File: config.mk
export PLATFORM = sky130hd
export DESIGN_NAME = uf_merge
export DESIGN_NICKNAME = d
export VERILOG_FILES = /design/src/uf_pkg.sv /design/src/uf_merge.sv
export SDC_FILE = /design/constraint.sdc
export NUM_CORES = 1
export LEC_CHECK = 0
export ABC_AREA = 1
export BUFFER_PORTS_ARGS = -buffer_cell sky130_fd_sc_hd__buf_4
export CORE_AREA = 4 4 51 53
export DETAILED_ROUTE_END_ITERATION = 10
export DIE_AREA = 0 0 55 57
export PLACE_DENSITY = 0.77
export SYNTH_ARGS = -nofsm -noshare
export SYNTH_HDL_FRONTEND = slang
export SYNTH_SLANG_ARGS = --single-unit
File: constraint.sdc
create_clock -name vclk -period 1.3
set_clock_uncertainty 0.1 [all_clocks]
set_input_delay 0.13 -clock vclk [all_inputs]
set_output_delay 0.13 -clock vclk [all_outputs]
set_load 0.005 [all_outputs]
File: src/uf_pkg.sv
// shared constants, types and states of the union-find join engine
package uf_pkg;

  localparam int NODES    = 1024;
  localparam int NODE_W   = $clog2(NODES);
  localparam int IN_W     = 10;
  localparam int RANK_W   = 4;
  localparam logic [RANK_W-1:0] RANK_MAX = {RANK_W{1'b1}};
  // a root walk visits at most log2(NODES) non-root nodes
  localparam int PIDX_W   = $clog2(NODE_W + 1);
  localparam int PATH_D   = 2 ** PIDX_W;

  typedef logic [NODE_W-1:0] node_t;
  typedef logic [RANK_W-1:0] rank_t;
  typedef logic [PIDX_W-1:0] pidx_t;

  // write beat broadcast to every lane's copy of the tables
  typedef struct packed {
    logic  par_we;
    node_t par_addr;
    node_t par_data;
    logic  rank_we;
    node_t rank_addr;
    rank_t rank_data;
  } wr_t;

  // what one lane found
  typedef struct packed {
    logic  busy;
    node_t root;
    rank_t rank;
    pidx_t cnt;
  } lane_stat_t;

  // link decision from the merging stage
  typedef struct packed {
    logic  same;
    node_t par_addr;
    node_t par_data;
    logic  rank_we;
    node_t rank_addr;
    rank_t rank_data;
  } link_t;

  typedef enum logic [2:0] {
    ST_CLEAR,
    ST_IDLE,
    ST_WALK,
    ST_FIXA,
    ST_FIXB,
    ST_LINK,
    ST_DONE
  } state_t;

endpackage

File: src/uf_merge.sv
// merging stage: compares the two roots and picks the link and rank update
module uf_merge
  import uf_pkg::*;
(
  input  lane_stat_t stat_a,
  input  lane_stat_t stat_b,
  output link_t      link
);

  // union by rank, ties hang b's root under a's
  always_comb begin
    link.same      = (stat_a.root == stat_b.root);
    link.rank_addr = stat_a.root;
    link.rank_data = stat_a.rank + 1'b1;
    if (stat_a.rank < stat_b.rank) begin
      link.par_addr = stat_a.root;
      link.par_data = stat_b.root;
      link.rank_we  = 1'b0;
    end else begin
      link.par_addr = stat_b.root;
      link.par_data = stat_a.root;
      link.rank_we  = !link.same && (stat_a.rank == stat_b.rank)
                      && (stat_a.rank != RANK_MAX);
    end
  end

endmodule
* Word-level counts from Yosys, hierarchy flattened
Index checks and enable logic that the tools add are counted.
** Word-level totals
- Register bits :: 0
- Logic and storage cells :: 9
** Operators by class
- Order comparisons :: 1
- Mux-type cells :: 1
- $add $sub $neg :: 1
- Reduce and logical (&&, ||, !) cells :: 3
- Equal/unequal tests :: 3
** Operator list (count)
- 21-bit two-way mux :: 1
- 10-bit == test :: 1
- 4-bit by 1-bit adder with 4-bit output (second input constant) :: 1
- 4-bit == test :: 1
- 4-bit less-than comparator :: 1
- 4-bit inequality test (second input constant) :: 1
- 1-bit logical AND :: 2
- 1-bit logical NOT :: 1

* Depth between registers and ports, before layout
- Depth in word-level cells :: 5
- Gate-level depth with buffers :: 8

* Least setup slack after synthesis
OpenSTA, ideal clock, no wires.
- Kind :: input to output
- From :: input stat_b[5] (netlist bit)
- To :: output link[24] (netlist bit)
- Path slack :: 0.018 ns
- Required time :: 1.070 ns
- Arrival :: 1.052 ns
- Stages :: 6
- Path through :: inv_1 -> ha_1 -> a21oi_1 -> o21ai_4 -> buf_6 -> o21ai_1
** RTL lines
- from (decl) :: RTL line uf_merge.sv:6 : input lane_stat_t stat_b,
- to (decl) :: RTL line uf_merge.sv:7 : output link_t link

==> run metrics <==
largest net degree at the start of global routing=13; I/O pin count=74; Placer Congestion=0.6053; Die Y=57 um; Max-slew headroom=87.72%; Hold Startpoint=stat_a[9]; commonest cells after routing, fill and taps aside=66 x buf_4, 23 x nand2_1, 20 x inv_1, 20 x o21ai_2, 18 x nand2_4; area delta synth->final=119.7%; leakage=0.9032 nW; global-route wire length before repair=4485 um; crit path cell chain=buf_6 > inv_4 > ha_4 > nand2_4 > o21ai_4 > buf_12 > buf_12 > nand2_4 > o21ai_2 > buf_4; post-route antenna net violation count=0; Routed WL=3087 um; Max Slew Vio Count=0; status=complete, but fails checks; worst slew pin tran=183.5 ps; Post-Syn Area=725.7 um^2; Final Hold Viols=0; Final Critical Period=1552 ps; FF+latch area=0 um^2; M2 GR Usage=39.19%; Peak Freq=644.3 MHz; syn_area_per_cell=5.670 um^2; crit path launch=stat_b[7]; RSZ-0062 raised after global routing=true; WP data required=1070 ps; first drt pass iteration count=4; top cell type's share of synthesized area=22.76%; Setup violations, final=21; HP Class=in -> out; area leader, netlist=nand2_1; max-cap violation count=0; clock buffers=0; fraction of layout cells with a size suffix above 1=69.43%; die width=55 um; DRC violation total after the first TritonRoute iteration=8; diodes inserted=0; M3 GR Usage=0.5222%; pre-CTS WS=-306.9 ps; Max VDD drop=0.4079 mV; startpoint types=primary input; Initial Util=33.78%; # hold bufs at CTS=0; Avg Vias per Cell=4.692; GRT Total Usage=18.74%; fraction of the cycle the final worst path needs=119.4%; remaining global-route overflow=0; Die ar.=3135 um^2; PnR worst setup slack=-252.0 ps; total vias in the final route=1037; Synth Warn #=0; vias in the first global route=1053; gr busiest metal=met2; CP max FO=8; Hold EP=link[5]; commonest non-fill, non-tap cell in the layout=buf_4; largest stage delay on the critical path=290 ps; CP endpoint kind=output pin; Core Footprint=2148 um^2; Hold Crit Depth=2; Detail Placement HPWL=1951 um; sequential cells=0; CP max stage cell=ha_4; WP data arrival=1320 ps; IO Port Bufs=64; met1 Resource Use GR=18.55%; # fillers=150; Remaining DRCs=0; layout net count=238; Distinct cells, synth=13; PwrDens=538.2 nW/um^2; Setup TNS Final=-4854 ps; failing checks=negative setup slack; crit path kind=in -> out; num rows=17; sequential share of the synthesized area=0%; Post-Syn Nets=171; Total Power Consumption=857.9 uW; Post-Synthesis Cells=128; top post-synthesis cells by area=nand2_1 23%, o21ai_2 21%, inv_1 13%; initial antenna violation count=0; DR WL/cell=13.97 um
per-layer routing:
| metal | wire length, um | part of all wire (%) |
|---|---|---|
| met3 | 160 | 5.2 |
| met4 | 36 | 1.2 |
| met1 | 917 | 30 |
| met2 | 1971 | 64 |
| met5 | 0 | 0 |
cells in the mapped netlist:
master    n
a21oi_1   2
inv_1    25
nand3_1   4
nor2_1    8
buf_4    10
ha_1      5
buf_6     4
xnor2_1   1
o21ai_2  17
nand2_1  44
o21ai_4   1
o21ai_1   3
xor2_1    4
worst max-delay path: cells and delay by family:
| family | cells | cell delay, ps |
|---|---|---|
| compound gates | 2 | 250 |
| simple gates | 2 | 120 |
| buf+inv | 5 | 520 |
| fa+ha+maj | 1 | 290 |
power by group:
part	switching (mW)	internal [mW]	total (mW)
clock	0	0	0
sequential	0	0	0
combinational	0.385	0.473	0.858
through the flow:
step / utilization (%) / instance area (um^2) / hold slack (ps) / std cells
2_1_floorplan: - / 725.7 / 196.6 / 128
3_3_place_gp: 55.79 / 1199 / 354.4 / 213
3_5_place_dp: 55.79 / 1199 / 355.5 / 213
4_1_cts: 70.94 / 1524 / 362.5 / 219
5_1_grt: 74.20 / 1594 / 376.8 / 221
6_report: 74.20 / 1594 / 364.1 / 221
final cells by class:
cell class	instances	area [um^2]	share of cell area, %
repair buffers	79	716.9	44.98
well taps	28	35.03	2.198
inverters	25	96.34	6.044
multi-input cells	89	745.7	46.78
kinds of logic after synthesis:
family	after synthesis	share of synthesized area, %
adder cells (fa/ha/maj)	5	8.621
buffers and inverters	39	29.48
AO/OA/AOI/OAI	23	26.21
XOR/XNOR	5	6.034
AND/OR/NAND/NOR	56	29.66
how the worst max path moves through the flow:
| stage | end | slack, ps | cells past startpoint |
|---|---|---|---|
| 6_report | link[33] | -250 | 10 |
| 5_1_grt | link[33] | -300 | 10 |
| 4_1_cts | link[23] | -220 | 9 |
| 3_5_place_dp | link[24] | -310 | 8 |
| 3_3_place_gp | link[19] | -250 | 8 |
| 2_1_floorplan | link[24] | 20 | 6 |
what timing repair did:
action,CTS,global route
endpoints found under the setup margin,21,21
pin swaps,8,7
gates cloned,3,0
gates resized for setup,55,14
setup buffers,3,2
No activity file was read; power rests on OpenSTA's default activity.
